**src/rtl/raua_pkg.sv**
```systemverilog
package raua_pkg;

   // field widths of the channels
   localparam int FUNC_BITS      = 2;
   localparam int ANGLE_BITS     = 16;
   localparam int SENSE_BITS     = 2;
   localparam int LEVEL_BITS     = 17;
   localparam int ACC_BITS       = 24;
   localparam int THR_BITS       = 15;
   localparam int CSR_INDEX_BITS = 2;
   localparam int CSR_DATA_BITS  = 24;

   // request function codes
   localparam logic [FUNC_BITS-1:0] FUNC_UPDATE  = 2'd0;
   localparam logic [FUNC_BITS-1:0] FUNC_BIND    = 2'd1;
   localparam logic [FUNC_BITS-1:0] FUNC_RESTART = 2'd2;

   // register indexes
   localparam logic [CSR_INDEX_BITS-1:0] CSR_JUMP_THRESHOLD = 2'd0;
   localparam logic [CSR_INDEX_BITS-1:0] CSR_FULL_RANGE     = 2'd1;
   localparam logic [CSR_INDEX_BITS-1:0] CSR_START_VALUE    = 2'd2;

   // register reset values
   localparam logic [THR_BITS-1:0] THR_RESET   = 15'd12868;
   localparam longint unsigned     RANGE_RESET = 64'd25736;

   // 2*pi in Q.30, rounded
   localparam longint unsigned TWO_PI_Q30 = 64'd6746518852;

   // level value that stands for 1.0
   localparam logic [LEVEL_BITS-1:0] LEVEL_ONE = 17'd65536;

   typedef struct packed {
      logic start;
   } div_ctrl_type;

   typedef struct packed {
      logic busy;
      logic done;
   } div_stat_type;

endpackage

```
**src/rtl/raua_ifs.sv**
```systemverilog
interface raua_req_if;
   logic                                   valid;
   logic                                   ready;
   logic        [raua_pkg::FUNC_BITS-1:0]  func;
   logic signed [raua_pkg::ANGLE_BITS-1:0] angle;
   logic signed [raua_pkg::SENSE_BITS-1:0] sense;

   modport source (output valid, func, angle, sense, input ready);
   modport sink   (input valid, func, angle, sense, output ready);
endinterface

interface raua_rsp_if;
   logic                             valid;
   logic                             ready;
   logic [raua_pkg::LEVEL_BITS-1:0]  level;
   logic [raua_pkg::ACC_BITS-1:0]    accumulated;

   modport source (output valid, level, accumulated, input ready);
   modport sink   (input valid, level, accumulated, output ready);
endinterface

interface raua_csr_if;
   logic                                 valid;
   logic                                 ready;
   logic [raua_pkg::CSR_INDEX_BITS-1:0]  index;
   logic [raua_pkg::CSR_DATA_BITS-1:0]   data;

   modport source (output valid, index, data, input ready);
   modport sink   (input valid, index, data, output ready);
endinterface

```
**src/rtl/raua_div.sv**
```systemverilog
// Restoring divider, one quotient bit per cycle: quotient = numer * 2^16 / denom,
// with numer <= denom so the quotient fits LEVEL_BITS.
module raua_div #(
   parameter int TOTAL_BITS = 24
) (
   input  logic                                  clock,
   input  logic                                  reset,
   input  raua_pkg::div_ctrl_type                ctrl,
   input  logic [TOTAL_BITS-1:0]                 numer,
   input  logic [TOTAL_BITS-1:0]                 denom,
   output raua_pkg::div_stat_type                stat,
   output logic [raua_pkg::LEVEL_BITS-1:0]       quotient
);

   localparam int STEPS = raua_pkg::LEVEL_BITS;
   localparam int CNT_W = $clog2(STEPS);

   logic                             busy_ff;
   logic                             done_ff;
   logic [CNT_W-1:0]                 cnt_ff;
   logic [TOTAL_BITS:0]              rem_ff;
   logic [TOTAL_BITS-1:0]            den_ff;
   logic [raua_pkg::LEVEL_BITS-1:0]  quo_ff;

   logic                             bit_in;
   logic [TOTAL_BITS:0]              diff_in;
   logic [TOTAL_BITS:0]              rem_in;

   always_comb begin
      diff_in = rem_ff - {1'b0, den_ff};
      bit_in  = (rem_ff >= {1'b0, den_ff});
      // remainder stays below den, so the shifted value fits one extra bit
      rem_in  = bit_in ? {diff_in[TOTAL_BITS-1:0], 1'b0} : {rem_ff[TOTAL_BITS-1:0], 1'b0};
   end

   always_ff @(posedge clock) begin
      if (reset) begin
         busy_ff <= 1'b0;
         done_ff <= 1'b0;
      end else begin
         done_ff <= busy_ff && (cnt_ff == CNT_W'(STEPS - 1));
         if (ctrl.start) begin
            busy_ff <= 1'b1;
         end else if (busy_ff && (cnt_ff == CNT_W'(STEPS - 1))) begin
            busy_ff <= 1'b0;
         end
      end
   end

   always_ff @(posedge clock) begin
      if (ctrl.start) begin
         rem_ff <= {1'b0, numer};
         den_ff <= denom;
         cnt_ff <= '0;
      end else if (busy_ff) begin
         rem_ff <= rem_in;
         quo_ff <= {quo_ff[raua_pkg::LEVEL_BITS-2:0], bit_in};
         cnt_ff <= cnt_ff + CNT_W'(1);
      end
   end

   assign stat.busy = busy_ff;
   assign stat.done = done_ff;
   assign quotient  = quo_ff;

   a_rem_bound: assert property (@(posedge clock) disable iff (reset)
      busy_ff |-> rem_ff < {den_ff, 1'b0})
      else $error("divider remainder out of bound");

   a_done_idle: assert property (@(posedge clock) disable iff (reset)
      done_ff |-> !busy_ff)
      else $error("divider done while still busy");

endmodule

```
**src/rtl/rotary_angle_unwrap_accumulator.sv**
```systemverilog
// Channel   Dir  Ports        Word
// req       in   req_chan     func, angle, sense
// rsp       out  rsp_chan     level, accumulated
// csr       in   csr_chan     index, data (threshold, range, start value)
//
// Update with nonzero sense and restart: the rsp word passes PREP, ACCUM, DIVIDE, EMIT;
// no new accept before EMIT; the 17-step bit-serial divider in raua_div paces DIVIDE.
// Bind, still update and unused codes: the rsp word goes from PREP straight to EMIT.
// Reset (synchronous) loads register defaults, clears the accumulator and level.
// A waiting rsp word does not block the next accept; a finished word stalls
// only while the previous one is still held.
module rotary_angle_unwrap_accumulator #(
   parameter int ANGLE_FRAC_BITS = 12,
   parameter int TOTAL_BITS      = 24
) (
   input  logic        clock,
   input  logic        reset,
   raua_req_if.sink    req_chan,
   raua_rsp_if.source  rsp_chan,
   raua_csr_if.sink    csr_chan
);

   localparam longint unsigned TWO_PI_Q =
      ((raua_pkg::TWO_PI_Q30 >> (29 - ANGLE_FRAC_BITS)) + 64'd1) >> 1;
   localparam int TP_W  = $clog2(TWO_PI_Q + 1);
   localparam int LA_W  = (TP_W + 1 > 17) ? TP_W + 1 : 17;
   localparam int D_W   = LA_W + 2;
   localparam longint unsigned MAG_MAX =
      ((64'd1 << (raua_pkg::ANGLE_BITS - 1)) - 64'd1) + 2 * TWO_PI_Q;
   localparam int MAG_W = $clog2(MAG_MAX + 1);
   localparam int QB    = $clog2(MAG_MAX / TWO_PI_Q + 1);
   localparam int MD_W  = MAG_W + QB;
   localparam int MC_W  = $clog2(QB + 1);
   localparam int S_W   = ((TOTAL_BITS + 1 > D_W) ? TOTAL_BITS + 1 : D_W) + 1;
   localparam int RW    = (TOTAL_BITS > raua_pkg::CSR_DATA_BITS) ?
                          TOTAL_BITS : raua_pkg::CSR_DATA_BITS;

   localparam logic signed [D_W-1:0] TWO_PI_D     = D_W'(TWO_PI_Q);
   localparam logic [MD_W-1:0]       MOD_DSR_INIT = MD_W'(TWO_PI_Q << (QB - 1));
   localparam logic [RW-1:0]         TOTAL_MAX_RW = RW'({TOTAL_BITS{1'b1}});

   typedef enum logic [2:0] {
      ST_IDLE,
      ST_PREP,
      ST_ACCUM,
      ST_DIVIDE,
      ST_EMIT
   } state_type;

   state_type                                  state_ff;
   logic                                       rsp_valid_ff;
   logic [raua_pkg::LEVEL_BITS-1:0]            rsp_level_ff;
   logic [raua_pkg::ACC_BITS-1:0]              rsp_acc_ff;

   logic [raua_pkg::THR_BITS-1:0]              thr_ff;
   logic [TOTAL_BITS-1:0]                      range_ff;
   logic [raua_pkg::CSR_DATA_BITS-1:0]         start_ff;
   logic [TOTAL_BITS-1:0]                      total_ff;
   logic [raua_pkg::LEVEL_BITS-1:0]            scaled_ff;
   logic signed [LA_W-1:0]                     last_ff;

   logic [raua_pkg::FUNC_BITS-1:0]             func_ff;
   logic signed [raua_pkg::ANGLE_BITS-1:0]     angle_ff;
   logic signed [raua_pkg::SENSE_BITS-1:0]     sense_ff;
   logic signed [D_W-1:0]                      cur_ff;
   logic signed [D_W-1:0]                      diff_ff;
   logic [MAG_W-1:0]                           mag_ff;
   logic                                       neg_ff;
   logic [MD_W-1:0]                            dsr_ff;
   logic [MC_W-1:0]                            mod_cnt_ff;

   logic                                       req_fire;
   logic                                       csr_fire;
   logic                                       out_free;
   logic [RW-1:0]                              csr_data_rw;
   logic [TOTAL_BITS-1:0]                      csr_range_eff;

   logic signed [D_W-1:0]                      angle_d;
   logic signed [D_W-1:0]                      last_d;
   logic signed [D_W-1:0]                      thr_d;
   logic signed [D_W-1:0]                      diff0;
   logic signed [D_W-1:0]                      adj;
   logic signed [D_W-1:0]                      cur_in;
   logic signed [D_W-1:0]                      diff_in;

   logic signed [S_W-1:0]                      total_s;
   logic signed [S_W-1:0]                      dsum_s;
   logic signed [S_W-1:0]                      range_s;
   logic signed [S_W-1:0]                      sum_s;
   logic [TOTAL_BITS-1:0]                      total_in;

   logic signed [D_W-1:0]                      x_mod;
   logic [MAG_W-1:0]                           mag_in;
   logic [MD_W-1:0]                            mag_ext;
   logic signed [LA_W-1:0]                     mag_la;
   logic signed [LA_W-1:0]                     last_in;

   raua_pkg::div_ctrl_type                     div_ctrl;
   raua_pkg::div_stat_type                     div_stat;
   logic [raua_pkg::LEVEL_BITS-1:0]            div_quo;

   assign req_fire = req_chan.valid && req_chan.ready;
   assign csr_fire = csr_chan.valid && csr_chan.ready;
   assign out_free = !rsp_valid_ff || rsp_chan.ready;

   assign req_chan.ready       = (state_ff == ST_IDLE);
   assign csr_chan.ready       = 1'b1;
   assign rsp_chan.valid       = rsp_valid_ff;
   assign rsp_chan.level       = rsp_level_ff;
   assign rsp_chan.accumulated = rsp_acc_ff;

   // range is kept already limited to [1, 2^TOTAL_BITS - 1]
   always_comb begin
      csr_data_rw = RW'(csr_chan.data);
      if (csr_chan.data == '0) begin
         csr_range_eff = TOTAL_BITS'(1);
      end else if (csr_data_rw > TOTAL_MAX_RW) begin
         csr_range_eff = TOTAL_BITS'(TOTAL_MAX_RW);
      end else begin
         csr_range_eff = TOTAL_BITS'(csr_data_rw);
      end
   end

   // wrap detection
   always_comb begin
      angle_d = D_W'(angle_ff);
      last_d  = D_W'(last_ff);
      thr_d   = D_W'(thr_ff);
      diff0   = angle_d - last_d;
      if (sense_ff > 2'sd0 && diff0 < -thr_d) begin
         adj = TWO_PI_D;
      end else if (sense_ff < 2'sd0 && diff0 > thr_d) begin
         adj = -TWO_PI_D;
      end else begin
         adj = '0;
      end
      cur_in  = angle_d + adj;
      diff_in = diff0 + adj;
   end

   // clamped accumulate, or restart load
   always_comb begin
      total_s = S_W'(total_ff);
      dsum_s  = S_W'(diff_ff);
      range_s = S_W'(range_ff);
      sum_s   = total_s + dsum_s;
      if (func_ff == raua_pkg::FUNC_RESTART) begin
         total_in = (RW'(start_ff) > RW'(range_ff)) ? range_ff : TOTAL_BITS'(start_ff);
      end else if (sum_s < 0) begin
         total_in = '0;
      end else if (sum_s > range_s) begin
         total_in = range_ff;
      end else begin
         total_in = TOTAL_BITS'(sum_s);
      end
   end

   // truncating remainder: work on the magnitude, put the sign back at the end
   always_comb begin
      x_mod   = cur_ff + TWO_PI_D;
      mag_in  = MAG_W'(x_mod[D_W-1] ? -x_mod : x_mod);
      mag_ext = MD_W'(mag_ff);
      mag_la  = LA_W'(mag_ff);
      last_in = neg_ff ? -mag_la : mag_la;
   end

   assign div_ctrl.start = (state_ff == ST_ACCUM);

   raua_div #(
      .TOTAL_BITS (TOTAL_BITS)
   ) u_div (
      .clock    (clock),
      .reset    (reset),
      .ctrl     (div_ctrl),
      .numer    (total_in),
      .denom    (range_ff),
      .stat     (div_stat),
      .quotient (div_quo)
   );

   always_ff @(posedge clock) begin
      if (reset) begin
         state_ff     <= ST_IDLE;
         rsp_valid_ff <= 1'b0;
         thr_ff       <= raua_pkg::THR_RESET;
         range_ff     <= TOTAL_BITS'(raua_pkg::RANGE_RESET);
         start_ff     <= '0;
         total_ff     <= '0;   // start value of zero, clamped
         scaled_ff    <= '0;
         last_ff      <= '0;
      end else begin
         if (csr_fire) begin
            unique case (csr_chan.index)
               raua_pkg::CSR_JUMP_THRESHOLD: thr_ff   <= csr_chan.data[raua_pkg::THR_BITS-1:0];
               raua_pkg::CSR_FULL_RANGE:     range_ff <= csr_range_eff;
               raua_pkg::CSR_START_VALUE:    start_ff <= csr_chan.data;
               default: ;
            endcase
         end

         if (state_ff == ST_EMIT && out_free) begin
            rsp_valid_ff <= 1'b1;
         end else if (rsp_chan.ready) begin
            rsp_valid_ff <= 1'b0;
         end

         unique case (state_ff)
            ST_IDLE: begin
               if (req_fire) begin
                  state_ff <= ST_PREP;
               end
            end
            ST_PREP: begin
               unique case (func_ff)
                  raua_pkg::FUNC_UPDATE: begin
                     state_ff <= (sense_ff != 2'sd0) ? ST_ACCUM : ST_EMIT;
                  end
                  raua_pkg::FUNC_BIND: begin
                     last_ff  <= LA_W'(angle_ff);
                     state_ff <= ST_EMIT;
                  end
                  raua_pkg::FUNC_RESTART: begin
                     state_ff <= ST_ACCUM;
                  end
                  default: begin
                     state_ff <= ST_EMIT;
                  end
               endcase
            end
            ST_ACCUM: begin
               total_ff <= total_in;
               if (func_ff == raua_pkg::FUNC_RESTART) begin
                  last_ff <= '0;
               end
               state_ff <= ST_DIVIDE;
            end
            ST_DIVIDE: begin
               if (div_stat.done) begin
                  scaled_ff <= div_quo;
                  if (func_ff == raua_pkg::FUNC_UPDATE) begin
                     last_ff <= last_in;
                  end
                  state_ff <= ST_EMIT;
               end
            end
            ST_EMIT: begin
               if (out_free) begin
                  rsp_level_ff <= scaled_ff;
                  rsp_acc_ff   <= raua_pkg::ACC_BITS'(total_ff);
                  state_ff     <= ST_IDLE;
               end
            end
            default: begin
               state_ff <= ST_IDLE;
            end
         endcase
      end
   end

   always_ff @(posedge clock) begin
      if (req_fire) begin
         func_ff  <= req_chan.func;
         angle_ff <= req_chan.angle;
         sense_ff <= req_chan.sense;
      end
      if (state_ff == ST_PREP) begin
         cur_ff  <= cur_in;
         diff_ff <= diff_in;
      end
      if (state_ff == ST_ACCUM) begin
         mag_ff     <= mag_in;
         neg_ff     <= x_mod[D_W-1];
         dsr_ff     <= MOD_DSR_INIT;
         mod_cnt_ff <= '0;
      end else if (state_ff == ST_DIVIDE && mod_cnt_ff < MC_W'(QB)) begin
         // one quotient bit of the remainder per cycle, beside the divider
         if (mag_ext >= dsr_ff) begin
            mag_ff <= MAG_W'(mag_ext - dsr_ff);
         end
         dsr_ff     <= dsr_ff >> 1;
         mod_cnt_ff <= mod_cnt_ff + MC_W'(1);
      end
   end

   a_done_in_divide: assert property (@(posedge clock) disable iff (reset)
      div_stat.done |-> state_ff == ST_DIVIDE)
      else $error("divider finished outside of divide state");

   a_mod_before_div: assert property (@(posedge clock) disable iff (reset)
      div_stat.done |-> mod_cnt_ff == MC_W'(QB))
      else $error("angle remainder not finished with the level");

   a_total_clamped: assert property (@(posedge clock) disable iff (reset)
      state_ff == ST_DIVIDE |-> total_ff <= range_ff)
      else $error("accumulator above range");

endmodule
```
**src/flat_wrapper.sv**
```systemverilog
// flat-port wrapper written by rule: the top's interface ports become plain ports
module rotary_angle_unwrap_accumulator_flat 
#(
   parameter int ANGLE_FRAC_BITS = 12,
   parameter int TOTAL_BITS      = 24
)
  (clock, reset, req_chan_valid, req_chan_func, req_chan_angle, req_chan_sense, req_chan_ready, rsp_chan_valid, rsp_chan_level, rsp_chan_accumulated, rsp_chan_ready, csr_chan_valid, csr_chan_index, csr_chan_data, csr_chan_ready);
  raua_req_if req_chan_i ();
  raua_rsp_if rsp_chan_i ();
  raua_csr_if csr_chan_i ();
  input  logic clock;
  input  logic reset;
  input wire logic [$bits(req_chan_i.valid)-1:0] req_chan_valid;
  input wire logic [$bits(req_chan_i.func)-1:0] req_chan_func;
  input wire logic [$bits(req_chan_i.angle)-1:0] req_chan_angle;
  input wire logic [$bits(req_chan_i.sense)-1:0] req_chan_sense;
  output wire logic [$bits(req_chan_i.ready)-1:0] req_chan_ready;
  output wire logic [$bits(rsp_chan_i.valid)-1:0] rsp_chan_valid;
  output wire logic [$bits(rsp_chan_i.level)-1:0] rsp_chan_level;
  output wire logic [$bits(rsp_chan_i.accumulated)-1:0] rsp_chan_accumulated;
  input wire logic [$bits(rsp_chan_i.ready)-1:0] rsp_chan_ready;
  input wire logic [$bits(csr_chan_i.valid)-1:0] csr_chan_valid;
  input wire logic [$bits(csr_chan_i.index)-1:0] csr_chan_index;
  input wire logic [$bits(csr_chan_i.data)-1:0] csr_chan_data;
  output wire logic [$bits(csr_chan_i.ready)-1:0] csr_chan_ready;
  assign req_chan_i.valid = req_chan_valid;
  assign req_chan_i.func = req_chan_func;
  assign req_chan_i.angle = req_chan_angle;
  assign req_chan_i.sense = req_chan_sense;
  assign req_chan_ready = req_chan_i.ready;
  assign rsp_chan_valid = rsp_chan_i.valid;
  assign rsp_chan_level = rsp_chan_i.level;
  assign rsp_chan_accumulated = rsp_chan_i.accumulated;
  assign rsp_chan_i.ready = rsp_chan_ready;
  assign csr_chan_i.valid = csr_chan_valid;
  assign csr_chan_i.index = csr_chan_index;
  assign csr_chan_i.data = csr_chan_data;
  assign csr_chan_ready = csr_chan_i.ready;
  rotary_angle_unwrap_accumulator #(.ANGLE_FRAC_BITS(ANGLE_FRAC_BITS), .TOTAL_BITS(TOTAL_BITS)) u_core (.clock(clock), .reset(reset), .req_chan(req_chan_i), .rsp_chan(rsp_chan_i), .csr_chan(csr_chan_i));
endmodule
```
**config.mk**
```make
export PLATFORM = sky130hd
export DESIGN_NAME = rotary_angle_unwrap_accumulator_flat
export DESIGN_NICKNAME = d
export VERILOG_FILES = /design/src/rtl/raua_pkg.sv /design/src/rtl/raua_ifs.sv /design/src/rtl/raua_div.sv /design/src/rtl/rotary_angle_unwrap_accumulator.sv /design/src/flat_wrapper.sv
export SDC_FILE = /design/constraint.sdc
export NUM_CORES = 1
export LEC_CHECK = 0
export ABC_AREA = 1
export BUFFER_PORTS_ARGS = -buffer_cell sky130_fd_sc_hd__buf_4
export CAP_MARGIN = 10
export CELL_PAD_IN_SITES_DETAIL_PLACEMENT = 2
export CELL_PAD_IN_SITES_GLOBAL_PLACEMENT = 2
export CORE_ASPECT_RATIO = 1.5
export CORE_MARGIN = 8
export CORE_UTILIZATION = 41
export CTS_CLUSTER_SIZE = 16
export DETAILED_ROUTE_END_ITERATION = 8
export GPL_ROUTABILITY_DRIVEN = 0
export GPL_TIMING_DRIVEN = 0
export HOLD_SLACK_MARGIN = 0.05
export MAX_ROUTING_LAYER = met4
export PLACE_DENSITY_LB_ADDON = 0.3
export SLEW_MARGIN = 20
export SYNTH_ARGS = -nofsm -noshare
export SYNTH_HDL_FRONTEND = slang
export SYNTH_SLANG_ARGS = --single-unit
```
**constraint.sdc**
```tcl
create_clock -name clock -period 13.5 [get_ports clock]
set_clock_uncertainty 0.2 [all_clocks]
set_input_delay 0.675 -clock clock [delete_from_list [all_inputs] [get_ports clock]]
set_output_delay 0.675 -clock clock [all_outputs]
set_load 0.01 [all_outputs]
```
# [Word-level counts from Yosys, hierarchy flattened]
# Cells that the tools add are included.
[word_totals] register_bits=333 latch_bits=0 ram_bits=0 rom_bits=0 in_bits=51 memories=0
[op_classes] add_sub_neg=12 n_mul=0 div=0 magnitude_cmp=11 eq_ne=15 n_shift=0 n_mux=31 n_bitwise=2 reduce_logical=28
[ops] operator="$mux 24" n=8
[ops] operator="$mux 17" n=9
[ops] operator="$pmux 17 s3" n=1
[ops] operator="$mux 19" n=2
[ops] operator="$neg 17->17" n=2
[ops] operator="$add 25x19->26" n=1
[ops] operator="$gt 26x25->1" n=1
[ops] operator="$lt 26x1->1 const B" n=1
[ops] operator="$ge 25x24->1" n=1
[ops] operator="$mux 25" n=1
[ops] operator="$gt 24x24->1" n=1
[ops] operator="$gt 24x24->1 const B" n=1
[ops] operator="$logic_not 24->1" n=1
[ops] operator="$sub 24x24->24" n=1
[ops] operator="$add 16x19->19" n=1
[ops] operator="$add 19x16->19 const B" n=1
[ops] operator="$add 19x19->19" n=1
[ops] operator="$gt 19x16->1" n=1
[ops] operator="$lt 19x19->1" n=1
[ops] operator="$neg 15->19" n=1
[ops] operator="$sub 16x17->18" n=1
[ops] operator="$ge 17x16->1" n=1
[ops] operator="$sub 17x16->17" n=1
[ops] operator="$pmux 3 s5" n=1
[ops] operator="other kinds (27)" n=58

# [Longest topological paths before layout]
[logic_depth] depth_word=6 depth_mapped=38 depth_no_buf=38

# [By module]
# A second synthesis with hierarchy kept.
[hier_totals] cells_unflattened=2971 area_unflattened_um2=22410.2
[modules_own_cells] module="rotary_angle_unwrap_accumulator" n_inst=1 cells_per_inst=2333 area_per_inst_um2=17566.8 seq_area_each_um2=6376.1
[modules_own_cells] module="raua_div" n_inst=1 cells_per_inst=638 area_per_inst_um2=4843.4 seq_area_each_um2=2112.0

# [Least setup slack after synthesis]
# No wires, ideal clock.
[synth_path] path_type="register to register" startpoint="register u_core.angle_ff[0] in the netlist's numbering" endpoint="register u_core.diff_ff[15], data pin" t_arrival_ps=5089 t_required_ps=13040 path_slack_ps=7951 stages_incl_launch_ff=32 cell_sequence="edfxtp_1 inv_1 ha_1 fa_1 o21ai_0 nand4_1 o211ai_1 a31oi_1 o21ai_0 a31oi_1 xnor2_1 ha_1 nand2_1 inv_1 nand3_1 nor4_1 nand3_1 nand2_1 nand2_1 nand2_1 inv_1 ha_1 a21oi_1 nand2_1 a21boi_0 o21ai_0 a21oi_1 o21bai_1 a21oi_1 nor2_1 nor2_1 xor2_1"
[synth_via] elab_chain_len=6 word_cells_on_any_way=8
[synth_rtl] item="start, declared" line="rotary_angle_unwrap_accumulator.sv:63" source="logic signed [raua_pkg::ANGLE_BITS-1:0] angle_ff;"
[synth_rtl] item="start signal, assigned" line="rotary_angle_unwrap_accumulator.sv:263" source="angle_ff <= req_chan.angle;"
[synth_rtl] item="$sub 16x17->18 *" line="rotary_angle_unwrap_accumulator.sv:129" source="diff0 = angle_d - last_d;"
[synth_rtl] item="$gt 19x16->1" line="rotary_angle_unwrap_accumulator.sv:132" source="end else if (sense_ff < 2'sd0 && diff0 > thr_d) begin"
[synth_rtl] item="$logic_and 1x1->1" line="rotary_angle_unwrap_accumulator.sv:132"
[synth_rtl] item="$mux 19" line="rotary_angle_unwrap_accumulator.sv:132"
[synth_rtl] item="$mux 19" line="rotary_angle_unwrap_accumulator.sv:130" source="if (sense_ff > 2'sd0 && diff0 < -thr_d) begin"
[synth_rtl] item="$add 19x19->19 *" line="rotary_angle_unwrap_accumulator.sv:138" source="diff_in = diff0 + adj;"
[synth_rtl] item="named net u_core.diff_in[15]" line="rotary_angle_unwrap_accumulator.sv:84" source="logic signed [D_W-1:0] diff_in;"
[synth_rtl] item="end signal, assigned" line="rotary_angle_unwrap_accumulator.sv:268" source="diff_ff <= diff_in;"
[synth_rtl] item="end, declared" line="rotary_angle_unwrap_accumulator.sv:66" source="logic signed [D_W-1:0] diff_ff;"
# The timed path passes the listed nets; every way through them passes the cells marked *.
# A chain may end at the register's enable or synchronous reset.

# [Worst setup path in the final report]
# Same ends and word-level chain as after synthesis.

==> qor.csv <==
metric,value,unit
maximum vdd drop,118,uV
average wire per standard cell,24.9,um
Crit path largest cell delay,560,ps
die footprint,0.0590,mm^2
Clock H-tree levels,2,
final hold vios,0,
Final setup viols,0,
CTS Sinks,333,
largest net degree at the start of global routing,25,
initial DRC count,698,
FMAX,131,MHz
CTS Buf Count,37,
WHS Path Cells,1,
Fill cells,5781,
area of the multi-input gates,0.0110,mm^2
area delta synth->final,13.8,%
Die Y,294,um
Synth async-reset ratio,0,
R2R depth,31,
CTS Buffer Depth,3,
Slew HR,0.292,
"commonest cells after routing, fill and taps aside","538 x nand2_1, 333 x inv_1, 281 x a21oi_1",
Port-buffer cells,93,
# hold bufs at CTS,0,
fin cells,3471,
Pre-Repair DR Iteration Count,5,
Hold WC Path Type,in -> reg,
Synth Warn #,0,
Post-DRT Antenna Nets,0,
"Clk Latency, worst-skew pair",570,ps
Worst Path Arrival,7750,ps
pwr dens,208,mW/mm^2
Vias per Instance,5.71,
vias in the first global route,22787,
IO Pins,95,
Synth Register Bits,333,
Max Cap Viol,0,
root buffer cell,clkbuf_16,
number of flops mapped to enable cells by yosys,182,
Post-Syn Nets,2879,
Global Route Usage Sum,0.296,
post-synthesis sequential area ratio,0.403,
initial antenna violation count,0,
clock-pin slew on the worst setup and hold paths,70,ps
Die Wd,201,um
post_cts resized,0,
crit path capture type,register,
HPWL after detailed placement,69700,um
status,"complete, no violations",
"critical path fanouts, max",19,
Reg area,0.00849,mm^2
first-pass GRT wire length,132000,um
Post-Syn Area per Cell,8.02,um^2
worst slew pin tran,1060,ps
"commonest non-fill, non-tap cell in the layout",nand2_1,
detailed-route DRC error count,0,
cell count after synthesis,2626,
Worst Setup Path Type,reg -> reg,
P_leak,10.5,nW
layout cell share with drive strength beyond 1,0.0844,
max-slew violations,0,
placed cell count,3403,
postcts setup bufs,0,
synth unique cells,56,
Syn Std Cell Area,0.0211,mm^2
ant diodes,0,
core area,0.0512,mm^2
grt total ovfl,0,
Startpoint Class,register,
Initial Util,0.412,
Via Count,19830,
Tmin final,7640,ps
final net count,3019,
CTS tree,built,
aggregate negative setup slack,0,ps
Main synth FF type,edfxtp_1,
row count,102,
crit path max-delay cell type,ha_1,
RSZ-0062 raised after global routing,no,
worst endpoint required time,13610,ps
CP dominant cell by count,nand2_1,
period utilization,0.566,
drt total wl,86400,um
==> logic make-up after synthesis <==
| group | Yosys count | synth area share |
|---|---|---|
| other | 1 | 0.000178 |
| AOI/OAI and AO/OA | 627 | 0.163 |
| buffers and inverters | 414 | 0.0771 |
| and+or+nand+nor | 946 | 0.191 |
| xor gates and xnor gates | 103 | 0.0437 |
| adders and majority gates | 202 | 0.122 |
| DFF | 333 | 0.403 |
==> state kept, by name, indices dropped and copies added, names as in the netlist, 17 cells and up <==
signal	cells
u_core.u_div.rem_ff	25
u_core.range_ff	24
u_core.rsp_chan.accumulated	24
u_core.start_ff	24
u_core.total_ff	24
u_core.u_div.den_ff	24
u_core.cur_ff	19
u_core.diff_ff	19
u_core.last_ff	17
u_core.mag_ff	17
u_core.rsp_chan.level	17
u_core.scaled_ff	17
u_core.u_div.quotient	17
==> path summary, 6_finish.rpt <==
kind / startpoint / endpoint / slack, ps
max: u_core.angle_ff[0]$_DFFE_PP_ / u_core.diff_ff[15]$_DFFE_PP_ / 5860
min: req_chan_angle[0] / u_core.angle_ff[0]$_DFFE_PP_ / 80
min reg2reg: u_core.scaled_ff[1]$_SDFFE_PP0P_ / u_core.rsp_chan.level[1]$_DFFE_PP_ / 240
max reg2reg: u_core.angle_ff[0]$_DFFE_PP_ / u_core.diff_ff[15]$_DFFE_PP_ / 5860
==> per-layer routing <==
layer,vias up,track usage,part of all wire
li1,9202,-,-
met1,9946,0.285,0.36
met2,432,0.568,0.55
met3,250,0.0294,0.026
met4,0,0.170,0.062
met5,-,-,0
==> per-stage QoR <==
stage / total power, mW / utilization / hold WS (ps) / worst slack, ps / instance area, um^2
after floorplan: 3.03 / - / 208 / 7950 / 21100
after global placement: 3.67 / 0.442 / 215 / 6570 / 22600
after detailed placement: 3.88 / 0.444 / 222 / 6220 / 22700
after CTS: 4.98 / 0.468 / 57.6 / 5930 / 24000
after global routing: 5.27 / 0.468 / 68.4 / 5400 / 24000
final: 4.97 / 0.468 / 80.2 / 5860 / 24000
==> worst max-delay path, delay by kind of cell, from the launching register on <==
| family | cells | cell delay, ps |
|---|---|---|
| AO/OA/AOI/OAI | 11 | 2860 |
| adder cells (fa/ha/maj) | 4 | 1430 |
| AND/OR/NAND/NOR | 11 | 1300 |
| buffers and inverters | 3 | 600 |
| XOR/XNOR | 2 | 500 |
| flip-flops | 1 | 460 |
==> area by class of cell <==
class / instances / share of cell area
plain buffers: 77 / 0.0151
clock buffers: 55 / 0.0457
clock inverters: 13 / 0.00569
inverters: 337 / 0.0528
multi-input cells: 1879 / 0.458
flip-flops and latches: 333 / 0.354
well taps: 676 / 0.0353
repair buffers: 101 / 0.0335
==> cell usage after synthesis (2+ instances only) <==
library cell  count  area share
dfxtp_1         151        0.14
o22ai_1           2     0.00059
buf_6             4      0.0021
edfxtp_1        182        0.26
o2111ai_1         2     0.00083
or2_2             9      0.0027
o21bai_1         12      0.0043
nor2_1          151       0.027
a21o_1            6      0.0021
buf_4             6      0.0021
nand2_4           2      0.0011
a221oi_1         16      0.0067
inv_1           333       0.059
fa_1              6      0.0057
o31ai_1           2     0.00071
nor2_4            3      0.0016
xor2_1           75       0.031
o221a_2           2      0.0011
xnor2_1          27       0.011
nand2_1         538       0.096
nor3_1           32      0.0076
clkbuf_1         49      0.0087
a211oi_1          4      0.0014
a21oi_1         281       0.067
buf_1             4     0.00071
o21a_1            7      0.0025
o211ai_1         20      0.0071
nand4_1          25      0.0074
nor4_1           10      0.0030
inv_2             4     0.00071
ha_1            196        0.12
nand3b_1          5      0.0018
and2_1            5      0.0015
a21boi_0          2     0.00071
nand2_2          10      0.0030
buf_2            14      0.0033
a31oi_1          10      0.0030
o21ai_1          13      0.0031
o21ai_0         229       0.054
nand3_1         151       0.036
a21oi_2          11      0.0046
==> report_power, final <==
part / internal, mW / leakage (nW) / switching (mW)
clock network: 0.606 / 0.600 / 0.448
registers: 1.32 / 2.91 / 0.147
logic: 0.806 / 7.03 / 1.65
No activity file was read; power rests on OpenSTA's default activity.
